<file path="src/hdl/frts_pkg.sv">
// Shared constants and types for the fractional-rate tick scheduler.
package frts_pkg;

    localparam int TICK_RATE  = 32768;
    localparam int NUM_CH     = 3;
    localparam int CNT_W      = 24;

    localparam int VAL_W      = 16;
    localparam int MODE_W     = 2;
    localparam int CH_W       = (NUM_CH > 1) ? $clog2(NUM_CH) : 1;
    localparam int CFG_ADDR_W = CH_W + 1;
    localparam int CFG_DATA_W = VAL_W;
    localparam int EPOCH_W    = 32;
    localparam int SUB_W      = 15;

    localparam int DIV_W      = $clog2(TICK_RATE + 1);
    localparam int DCNT_W     = (DIV_W > 1) ? $clog2(DIV_W) : 1;
    localparam int SHORT_W    = (VAL_W > DIV_W) ? VAL_W : DIV_W;
    localparam int SUM_W      = ((CNT_W > SHORT_W) ? CNT_W : SHORT_W) + 2;

    localparam int S_DATA_W   = 32;
    localparam int S_USER_W   = 1;
    localparam int M_FIELDS_W = NUM_CH + 1 + EPOCH_W + SUB_W;
    localparam int M_DATA_W   = ((M_FIELDS_W + 7) / 8) * 8;

    localparam logic [CNT_W-1:0] TICK_MOD      = CNT_W'(TICK_RATE);
    localparam logic [DIV_W-1:0] TICK_DIVIDEND = DIV_W'(TICK_RATE);

    localparam logic [CFG_ADDR_W-1:0] CFG_ADDR_LAST = CFG_ADDR_W'(2 * NUM_CH - 1);

    localparam logic [MODE_W-1:0] MODE_OFF      = 2'd0;
    localparam logic [MODE_W-1:0] MODE_INTERVAL = 2'd1;
    localparam logic [MODE_W-1:0] MODE_RATE     = 2'd2;

    localparam logic CMD_TICK      = 1'b0;
    localparam logic CMD_SET_EPOCH = 1'b1;

    typedef enum logic {
        DIV_IDLE,
        DIV_RUN
    } div_state_t;

endpackage

</file>
<file path="src/hdl/fractional_rate_tick_scheduler.sv">
// Tick scheduler: tick counter, three Bresenham-paced channels and a seconds epoch.
//
//  channel   direction  accepted when         payload
//  s_*       in         s_tvalid & s_tready   tuser: command; tdata: epoch_value
//  m_*       out        m_tvalid & m_tready   tdata: events, second, epoch, sub-second
//  cfg_*     in         cfg_wr_en             cfg_addr register index, cfg_wdata value
//
// One item per cycle unless m_tready is low or s_tready is held low; an item
// passes the input register and its result waits in the output register until taken.
// A channel register write re-derives that channel: interval mode directly,
// rate mode through a restoring divider, one quotient bit a cycle.
// s_tready is low while a derivation is pending or in progress.
// Reset (aresetn, synchronous) gives all channels off with a period of one tick.
module fractional_rate_tick_scheduler (
    input  logic                               aclk,
    input  logic                               aresetn,
    input  logic                               s_tvalid,
    output logic                               s_tready,
    input  logic [frts_pkg::S_DATA_W-1:0]      s_tdata,   // [31:0] epoch_value
    input  logic [frts_pkg::S_USER_W-1:0]      s_tuser,   // [0] command
    output logic                               m_tvalid,
    input  logic                               m_tready,
    // [2:0] channel_events, [3] second_event, [35:4] epoch_seconds,
    // [50:36] sub_second_ticks, rest zero
    output logic [frts_pkg::M_DATA_W-1:0]      m_tdata,
    input  logic                               cfg_wr_en,
    input  logic [frts_pkg::CFG_ADDR_W-1:0]    cfg_addr,
    input  logic [frts_pkg::CFG_DATA_W-1:0]    cfg_wdata
);

    localparam int NCH  = frts_pkg::NUM_CH;
    localparam int CW   = frts_pkg::CNT_W;
    localparam int VW   = frts_pkg::VAL_W;
    localparam int SW   = frts_pkg::SHORT_W;
    localparam int DW   = frts_pkg::DIV_W;
    localparam int SMW  = frts_pkg::SUM_W;
    localparam int EW   = frts_pkg::EPOCH_W;
    localparam int M_DATA_W_L = frts_pkg::M_DATA_W;

    // configuration
    logic [frts_pkg::MODE_W-1:0] mode_reg   [NCH];
    logic [frts_pkg::MODE_W-1:0] mode_next  [NCH];
    logic [VW-1:0]               value_reg  [NCH];
    logic [VW-1:0]               value_next [NCH];
    logic [NCH-1:0]              pend_reg, pend_next;

    // divider
    frts_pkg::div_state_t        div_state_reg, div_state_next;
    logic [frts_pkg::CH_W-1:0]   div_chan_reg, div_chan_next;
    logic [VW-1:0]               div_r_reg, div_r_next;
    logic [DW-1:0]               div_q_reg, div_q_next;
    logic [VW-1:0]               div_rem_reg, div_rem_next;
    logic [frts_pkg::DCNT_W-1:0] div_cnt_reg, div_cnt_next;

    // timer state
    logic [CW-1:0]               tick_reg, tick_next;
    logic [CW-1:0]               sec_cmp_reg, sec_cmp_next;
    logic [EW-1:0]               epoch_reg, epoch_next;
    logic [CW-1:0]               cmp_reg    [NCH];
    logic [CW-1:0]               cmp_next   [NCH];
    logic [VW-1:0]               acc_reg    [NCH];
    logic [VW-1:0]               acc_next   [NCH];
    logic [SW-1:0]               short_reg  [NCH];
    logic [SW-1:0]               short_next [NCH];
    logic [VW-1:0]               err_reg    [NCH];
    logic [VW-1:0]               err_next   [NCH];
    logic [VW-1:0]               rate_reg   [NCH];
    logic [VW-1:0]               rate_next  [NCH];

    // input and output registers
    logic                        in_valid_reg, in_valid_next;
    logic                        in_cmd_reg, in_cmd_next;
    logic [EW-1:0]               in_epoch_reg, in_epoch_next;
    logic                        out_valid_reg, out_valid_next;
    logic [M_DATA_W_L-1:0]       out_data_reg, out_data_next;

    logic busy;
    logic advance;
    logic s_fire;

    assign busy     = (div_state_reg != frts_pkg::DIV_IDLE) || (|pend_reg);
    assign advance  = in_valid_reg && (!out_valid_reg || m_tready);
    assign s_tready = !busy && !cfg_wr_en && (!in_valid_reg || advance);
    assign s_fire   = s_tvalid && s_tready;
    assign m_tvalid = out_valid_reg;
    assign m_tdata  = out_data_reg;

    always_comb begin
        logic                        cfg_hit;
        logic [frts_pkg::CH_W-1:0]   cfg_ch;
        logic [frts_pkg::CH_W-1:0]   pick;
        logic [VW-1:0]               pick_v;
        logic [frts_pkg::MODE_W-1:0] pick_m;
        logic [VW:0]                 trial;
        logic                        qbit;
        logic [VW-1:0]               rem_new;
        logic [DW-1:0]               q_new;
        logic [SW-1:0]               short_new;
        logic [CW-1:0]               tick_new;
        logic [CW-1:0]               sec_new;
        logic [NCH-1:0]              events;
        logic                        sec_ev;
        logic                        chan_on;
        logic [VW:0]                 acc_sum;
        logic [SW:0]                 period;
        logic [SMW-1:0]              cmp_sum;
        logic [CW-1:0]               sub_full;

        mode_next      = mode_reg;
        value_next     = value_reg;
        pend_next      = pend_reg;
        div_state_next = div_state_reg;
        div_chan_next  = div_chan_reg;
        div_r_next     = div_r_reg;
        div_q_next     = div_q_reg;
        div_rem_next   = div_rem_reg;
        div_cnt_next   = div_cnt_reg;
        tick_next      = tick_reg;
        sec_cmp_next   = sec_cmp_reg;
        epoch_next     = epoch_reg;
        cmp_next       = cmp_reg;
        acc_next       = acc_reg;
        short_next     = short_reg;
        err_next       = err_reg;
        rate_next      = rate_reg;
        in_valid_next  = in_valid_reg;
        in_cmd_next    = in_cmd_reg;
        in_epoch_next  = in_epoch_reg;
        out_valid_next = out_valid_reg;
        out_data_next  = out_data_reg;

        pick = '0;
        for (int i = NCH - 1; i >= 0; i--) begin
            if (pend_reg[i]) begin
                pick = frts_pkg::CH_W'(i);
            end
        end
        pick_v = value_reg[pick];
        pick_m = mode_reg[pick];

        trial   = {div_rem_reg, frts_pkg::TICK_DIVIDEND[div_cnt_reg]};
        qbit    = (trial >= {1'b0, div_r_reg});
        rem_new = qbit ? VW'(trial - {1'b0, div_r_reg}) : trial[VW-1:0];
        q_new   = {div_q_reg[DW-2:0], qbit};
        short_new = '0;
        cmp_sum   = '0;

        // channel derivation
        unique case (div_state_reg)
            frts_pkg::DIV_IDLE: begin
                if (|pend_reg) begin
                    pend_next[pick] = 1'b0;
                    if (pick_v != '0 && pick_m == frts_pkg::MODE_RATE) begin
                        if (32'(pick_v) > 32'(frts_pkg::TICK_RATE)) begin
                            div_r_next = VW'(frts_pkg::TICK_RATE);
                        end else begin
                            div_r_next = pick_v;
                        end
                        div_q_next     = '0;
                        div_rem_next   = '0;
                        div_cnt_next   = frts_pkg::DCNT_W'(DW - 1);
                        div_chan_next  = pick;
                        div_state_next = frts_pkg::DIV_RUN;
                    end else begin
                        short_new = (pick_v == '0) ? SW'(1) : SW'(pick_v);
                        short_next[pick] = short_new;
                        err_next[pick]   = '0;
                        rate_next[pick]  = (pick_v == '0) ? VW'(1) : pick_v;
                        acc_next[pick]   = '0;
                        cmp_sum = SMW'(tick_reg) + SMW'(short_new);
                        cmp_next[pick]   = cmp_sum[CW-1:0];
                    end
                end
            end
            frts_pkg::DIV_RUN: begin
                div_q_next   = q_new;
                div_rem_next = rem_new;
                if (div_cnt_reg == '0) begin
                    short_new = SW'(q_new);
                    short_next[div_chan_reg] = short_new;
                    err_next[div_chan_reg]   = rem_new;
                    rate_next[div_chan_reg]  = div_r_reg;
                    acc_next[div_chan_reg]   = '0;
                    cmp_sum = SMW'(tick_reg) + SMW'(short_new);
                    cmp_next[div_chan_reg]   = cmp_sum[CW-1:0];
                    div_state_next = frts_pkg::DIV_IDLE;
                end else begin
                    div_cnt_next = div_cnt_reg - 1'b1;
                end
            end
            default: begin
                div_state_next = frts_pkg::DIV_IDLE;
            end
        endcase

        // register write; a division in flight is dropped and redone
        cfg_hit = cfg_wr_en && (cfg_addr <= frts_pkg::CFG_ADDR_LAST);
        cfg_ch  = cfg_addr[frts_pkg::CFG_ADDR_W-1:1];
        if (cfg_hit) begin
            if (cfg_addr[0]) begin
                value_next[cfg_ch] = cfg_wdata;
            end else begin
                mode_next[cfg_ch] = cfg_wdata[frts_pkg::MODE_W-1:0];
            end
            pend_next[cfg_ch] = 1'b1;
            if (div_state_reg == frts_pkg::DIV_RUN) begin
                pend_next[div_chan_reg] = 1'b1;
                div_state_next = frts_pkg::DIV_IDLE;
            end
        end

        // input register
        if (s_fire) begin
            in_valid_next = 1'b1;
            in_cmd_next   = s_tuser[0];
            in_epoch_next = s_tdata[EW-1:0];
        end else if (advance) begin
            in_valid_next = 1'b0;
        end

        // one item through the timer
        events   = '0;
        sec_ev   = 1'b0;
        tick_new = tick_reg;
        sec_new  = sec_cmp_reg;
        if (advance) begin
            if (in_cmd_reg == frts_pkg::CMD_SET_EPOCH) begin
                epoch_next = in_epoch_reg;
                sec_new    = tick_reg + frts_pkg::TICK_MOD;
            end else begin
                tick_new = tick_reg + 1'b1;
                for (int i = 0; i < NCH; i++) begin
                    chan_on = (value_reg[i] != '0) &&
                              (mode_reg[i] == frts_pkg::MODE_INTERVAL ||
                               mode_reg[i] == frts_pkg::MODE_RATE);
                    acc_sum = {1'b0, acc_reg[i]} + {1'b0, err_reg[i]};
                    period  = {1'b0, short_reg[i]};
                    if (chan_on && cmp_reg[i] == tick_new) begin
                        events[i] = 1'b1;
                        if (err_reg[i] != '0) begin
                            if (acc_sum >= {1'b0, rate_reg[i]}) begin
                                acc_next[i] = VW'(acc_sum - {1'b0, rate_reg[i]});
                                period      = {1'b0, short_reg[i]} + 1'b1;
                            end else begin
                                acc_next[i] = acc_sum[VW-1:0];
                            end
                        end
                        cmp_next[i] = CW'(SMW'(cmp_reg[i]) + SMW'(period));
                    end
                end
                if (sec_cmp_reg == tick_new) begin
                    sec_ev     = 1'b1;
                    epoch_next = epoch_reg + 1'b1;
                    sec_new    = sec_cmp_reg + frts_pkg::TICK_MOD;
                end
            end
            tick_next    = tick_new;
            sec_cmp_next = sec_new;
        end

        // sub-second ticks from the post-item counter and compare
        sub_full = frts_pkg::TICK_MOD + tick_new - sec_new;

        if (advance) begin
            out_valid_next = 1'b1;
            out_data_next  = M_DATA_W_L'({sub_full[frts_pkg::SUB_W-1:0],
                                          epoch_next, sec_ev, events});
        end else if (m_tready) begin
            out_valid_next = 1'b0;
        end
    end

    always_ff @(posedge aclk) begin
        if (!aresetn) begin
            for (int i = 0; i < NCH; i++) begin
                mode_reg[i]  <= frts_pkg::MODE_OFF;
                value_reg[i] <= VW'(1);
                cmp_reg[i]   <= CW'(1);
                acc_reg[i]   <= '0;
                short_reg[i] <= SW'(1);
                err_reg[i]   <= '0;
                rate_reg[i]  <= VW'(1);
            end
            pend_reg      <= '0;
            div_state_reg <= frts_pkg::DIV_IDLE;
            tick_reg      <= '0;
            sec_cmp_reg   <= frts_pkg::TICK_MOD;
            epoch_reg     <= '0;
            in_valid_reg  <= 1'b0;
            out_valid_reg <= 1'b0;
        end else begin
            mode_reg      <= mode_next;
            value_reg     <= value_next;
            cmp_reg       <= cmp_next;
            acc_reg       <= acc_next;
            short_reg     <= short_next;
            err_reg       <= err_next;
            rate_reg      <= rate_next;
            pend_reg      <= pend_next;
            div_state_reg <= div_state_next;
            tick_reg      <= tick_next;
            sec_cmp_reg   <= sec_cmp_next;
            epoch_reg     <= epoch_next;
            in_valid_reg  <= in_valid_next;
            out_valid_reg <= out_valid_next;
        end
    end

    // payload registers, no reset
    always_ff @(posedge aclk) begin
        div_chan_reg <= div_chan_next;
        div_r_reg    <= div_r_next;
        div_q_reg    <= div_q_next;
        div_rem_reg  <= div_rem_next;
        div_cnt_reg  <= div_cnt_next;
        in_cmd_reg   <= in_cmd_next;
        in_epoch_reg <= in_epoch_next;
        out_data_reg <= out_data_next;
    end

endmodule

</file>
<file path="config.mk">
export PLATFORM = sky130hd
export DESIGN_NAME = fractional_rate_tick_scheduler
export DESIGN_NICKNAME = d
export VERILOG_FILES = /design/src/hdl/frts_pkg.sv /design/src/hdl/fractional_rate_tick_scheduler.sv
export SDC_FILE = /design/constraint.sdc
export NUM_CORES = 2
export LEC_CHECK = 0
export ABC_AREA = 0
export BUFFER_PORTS_ARGS = -buffer_cell sky130_fd_sc_hd__buf_4
export CAP_MARGIN = 30
export CORE_MARGIN = 4
export CORE_UTILIZATION = 33
export CTS_CLUSTER_DIAMETER = 40
export DETAILED_ROUTE_END_ITERATION = 10
export PLACE_DENSITY = 0.57
export SYNTH_ARGS = -nofsm -noshare
export SYNTH_HDL_FRONTEND = slang
export SYNTH_SLANG_ARGS = --single-unit
export TNS_END_PERCENT = 1
</file>
<file path="constraint.sdc">
create_clock -name aclk -period 20.3 [get_ports aclk]
set_input_delay 6.09 -clock aclk [delete_from_list [all_inputs] [get_ports aclk]]
set_output_delay 6.09 -clock aclk [all_outputs]
set_load 0.02 [all_outputs]
</file>
# Word level (Yosys, flattened, before mapping)

Memories as Yosys holds them, arrays and structs flattened. A register that Yosys moved wholly into a read port is not among the register bits.
Index checks and enable logic that the tools add are counted.

Bits in registers: 541
Bits in latches: 0
Bits in writable memories: 0
Memory bits (read-only): 16
Input bits: 57
Output and inout bits: 58
Word-level logic and storage cells: 280
Memories kept: 1

Add/sub/neg operators: 22
Multiply operators: 0
Div/mod/pow operators: 0
Magnitude comparators: 19
Equality and inequality tests: 16
Shift operators: 0
Multiplexer cells: 125
Bitwise logic cells: 14
Reduce and logical (&&, ||, !) cells: 46

Memories:

| name            | depth | bits a word | read ports | clocked after memory_dff | wr ports | RTL line                              | text |
|---|---|---|---|---|---|---|---|
| (no name shown) | 16    | 1           | 1          | 1                        | 0        | fractional_rate_tick_scheduler.sv:141 | `trial = {div_rem_reg, frts_pkg::TICK_DIVIDEND[div_cnt_reg]};` |

Operator list:

| operator                 | count |
|---|---|
| $mux W48                 | 14 |
| $pmux W48 S2             | 4 |
| $mux W72                 | 5 |
| $bwmux W48               | 6 |
| $mux W16                 | 18 |
| $mux W17                 | 15 |
| $mux W24                 | 10 |
| $and A48 B48 Y48         | 3 |
| $bwmux W72               | 2 |
| $pmux W72 S2             | 1 |
| $reduce_bool A16 Y1      | 7 |
| $demux W16 S2            | 3 |
| $demux W24 S2            | 2 |
| $eq A24 B24 Y1           | 4 |
| $mux W32                 | 3 |
| $not A48 Y48             | 2 |
| $add A24 B17 Y24         | 3 |
| $ge A17 B16 Y1           | 4 |
| $sub A16 B16 Y16         | 4 |
| $add A16 B1 Y17 const B  | 3 |
| $add A16 B16 Y17         | 3 |
| $add A24 B16 Y24         | 2 |
| $add A24 B16 Y24 const B | 2 |
| $add A32 B1 Y32 const B  | 1 |
| 42 further kinds         | 121 |

# Depth between registers and ports, before layout

Depth in word-level cells: 17
Gate-level depth with buffers: 33
Mapped depth without buffers: 32

# Worst setup path before layout

OpenSTA, ideal clock, no wires.

Kind: input port to output port
From: in m_tready
To: out s_tready
Arrival time: 7.357 ns
Required time: 14.210 ns
Slack: 6.853 ns
Stages on the path: 2
Buffers on the path: 0
Cell sequence: nor2b_1 > a2111oi_0

Longest elaborated chain between the ends: 4

RTL lines:

| element             | RTL line                             | text |
|---|---|---|
| start: declaration  | fractional_rate_tick_scheduler.sv:22 | `input logic m_tready,` |
| $logic_or A1 B1 Y1  | fractional_rate_tick_scheduler.sv:82 | `assign advance = in_valid_reg && (!out_valid_reg \|\| m_tready);` |
| $logic_and A1 B1 Y1 | fractional_rate_tick_scheduler.sv:82 |  |
| $logic_or A1 B1 Y1  | fractional_rate_tick_scheduler.sv:83 | `assign s_tready = !busy && !cfg_wr_en && (!in_valid_reg \|\| advance);` |
| $logic_and A1 B1 Y1 | fractional_rate_tick_scheduler.sv:83 |  |
| end: declaration    | fractional_rate_tick_scheduler.sv:18 | `output logic s_tready,` |

Every way passes these cells.

# Worst setup path after layout

Same ends and word-level chain as after synthesis.

==> impl_metrics.toml <==
[run_status]
status = "finished clean"

[global_routing]
grt_first_pass_wirelength_um = 209000
grt-ovfl-total = 0
grt_pass1_vias = 34000
antenna_found_initial = 2
grt_start_max_net_pins = 96
track_usage_pct = 21.9

[power_and_ir_drop]
p_seq_share_pct = 37.6
powerDensity_nw_per_um2 = 70.0
p_switching_uw = 834
p_int_mw = 2.26
p_clk_share_pct = 54.1
power.leakage_nw = 17.3
switching_share_pct = 26.9
p_comb_share_pct = 8.3
power_mw = 3.10
ir_drop_mv = 0.0583

[sta]
slew_violations = 0
hold_violations = 0
finalCritPeriodShare_pct = 64.3
period_needed_ps = 13050
fin_skew_ps = 36.5
hold_ws_ps = 463
tightest_slew_ps = 1180
grt_setup_unrepaired = "false"
max-slew-margin-rel_pct = 21.3
fin_tns_setup_ps = 0
max_freq_mhz = 76.7
setup_viol = 0

[final_layout]
final_common_cell = "nand2_1"
fin_util_pct = 38.2
fill_cells = 12000
largest_register_ffs = 72
n_antenna_cell = 0
most-common-layout-cells = "nand2_1, nor2_1, dfxtp_1"
nets = 5081
drive_gt1_share_pct = 9.25
area_growth_pct = 14.9

[synth]
synthSimpleGateAreaFrac_pct = 22.9
yosysSeqAreaShare_pct = 31.7
synth_area_um2 = 38500
synthDistinctLibCells = 90
synth_top_family_by_area = "simple AND/OR/NAND/NOR gates"
synth_compound_area_share_pct = 21.2
synthXorXnorAreaFrac_pct = 9.40
syn_inst = 4775
synthMuxAreaShare_pct = 2.35
avgSynthCellArea_um2 = 8.07
ys_ff_latch = 542
synthFlopType = "dfxtp_1"
ys_warn_count = 0
async_flop_share_pct = 0
synth-edff-count = 137
synthAdderAreaFrac_pct = 7.79

[floorplan]
io-pin-count = 115
die_area_um2 = 122000
die_x_um = 350
fp-row-count = 125
die_h_um = 350
initial_core_util_pct = 33.2
core_um2 = 116000

[worst_setup_path]
path_cells = "buf_4, nor2b_1, a2111oi_0, buf_4"
cp_common_cell = "buf_4"
critPathMaxFanout = 4
start_kind = "input pin"
worstPathBufferInverterCount = 2
cp.arrival_ps = 6960
worst_ep_required_time_ps = 14210
crit_family = "compound AO/OA/AOI/OAI gates"
cpMaxStageDelayCell = "a2111oi_0"
critPathMaxStageDelay_ps = 500
end_kind = "output port"
path_class = "in2out"

[clock_network]
postCtsHoldBufs = 0
htreeDepth = 3
cts_num_sinks = 542
cts_root_buf = "clkbuf_16"
cts_resized = 0
cts_max_path_buffers = 3
clkTransAtPathRegs_ps = 50
worstSkewPairLatency_ps = 710
post-cts-setup-buffers = 0
cts-buffers-inserted = 98
cts_tree = "yes"

[drt]
drc_errors = 0
viasPerCell = 5.67
wire_per_inst_um = 21.6
drtIter0Drc = 3238
drt-total-wl_um = 138000
firstDrtPassIters = 6
vias = 36300
antenna_left = 0

[run]
maxCapViolCount = 0

[place]
gp_congestion = 0.960
port_buffers = 109
hpwl_um = 103000

[min_path]
hold_class = "reg2reg"
-- stage by stage --
| step | instances | setup slack, ps | area [um^2] |
|---|---|---|---|
| 3_3_place_gp | 6209 | 7260 | 40900 |
| 4_1_cts | 6402 | 7240 | 44300 |
| 3_5_place_dp | 6216 | 7260 | 40900 |
| 5_1_grt | 6402 | 7170 | 44300 |
| 6_report | 6402 | 7250 | 44300 |
| 2_1_floorplan | 4779 | 6850 | 38600 |
-- cells by family (layout without fill, tap and decap cells) --
logic type | after synthesis | after routing
XOR/XNOR | 388 | 388
flip-flops | 542 | 542
AND/OR/NAND/NOR | 1837 | 1837
adder cells (fa/ha/maj) | 232 | 232
buffers and inverters | 458 | 557
AO/OA/AOI/OAI | 1229 | 1229
other | 1 | 5
multiplexers | 88 | 88
-- per-layer routing --
layer | vias up | global-route usage, % | share of wire [%]
met5 | - | 0 | 0.0094
met4 | 2 | 8.49 | 4.1
met3 | 293 | 3.27 | 6.3
met2 | 1279 | 35.6 | 46
met1 | 17300 | 29.3 | 44
li1 | 17400 | - | -
-- power by group through the flow --
stage | Clock [mW] | Sequential, mW | Combinational, mW
final | 1.68 | 1.16 | 0.258
after global routing | 1.76 | 1.17 | 0.282
after CTS | 1.71 | 1.16 | 0.255
after detailed placement | 0 | 1.19 | 0.254
after global placement | 0 | 1.19 | 0.251
after floorplan | 0 | 1.18 | 0.170
-- worst reg2reg max path, delay by kind of cell, from the launching register on --
family | cells | cell delay, ps
AND/OR/NAND/NOR | 10 | 2380
AO/OA/AOI/OAI | 14 | 3830
XOR/XNOR | 2 | 400
adder cells (fa/ha/maj) | 4 | 1300
flip-flops | 1 | 320
buffers and inverters | 1 | 260
-- final timing paths --
check               from           to  slack (ps)  cells past startpoint
min          acc_reg[47]  acc_reg[47]         460                      2
max reg2reg   err_reg[0]  cmp_reg[23]       11700                     31
min reg2reg  acc_reg[47]  acc_reg[47]         460                      2
max             m_tready     s_tready        7250                      4
-- area by class of cell --
cell class / instances / area [um^2] / area share (%)
clock inverters: 67 / 684 / 1.55
inverters: 178 / 677 / 1.53
well taps: 1524 / 1910 / 4.31
multi-input cells: 3779 / 24700 / 55.7
flip-flops and latches: 542 / 12200 / 27.6
repair buffers: 193 / 1450 / 3.28
clock buffers: 119 / 2700 / 6.09
-- synth_stat cells (all sizes together), types with 17 or more instances --
cell     instances  area (um^2)
nand2          534         2000
a221o           17          170
nor3           140          706
o211ai          44          330
nand3          178          891
edfxtp         137         4110
mux2i           67          671
nor2           474         1780
o31ai           21          158
o2111ai         20          175
a22oi           18          135
and3            68          425
ha             219         2740
a21o            58          435
o21bai          24          180
and2            93          582
o21a            37          278
mux2            21          236
o21ai          233         1170
xor2           124         1090
or3             26          163
a221oi          37          324
nand2b          42          263
a31oi           39          244
a211o           24          210
dfxtp          405         8110
a21oi          315         1580
buf             52          265
xnor2          248         2170
a211oi         180         1350
inv            174          653
nor2b           50          313
or2             17          106
nor4            56          402
clkbuf         228          857
nand4           84          571
No activity file was read; power rests on OpenSTA's default activity.
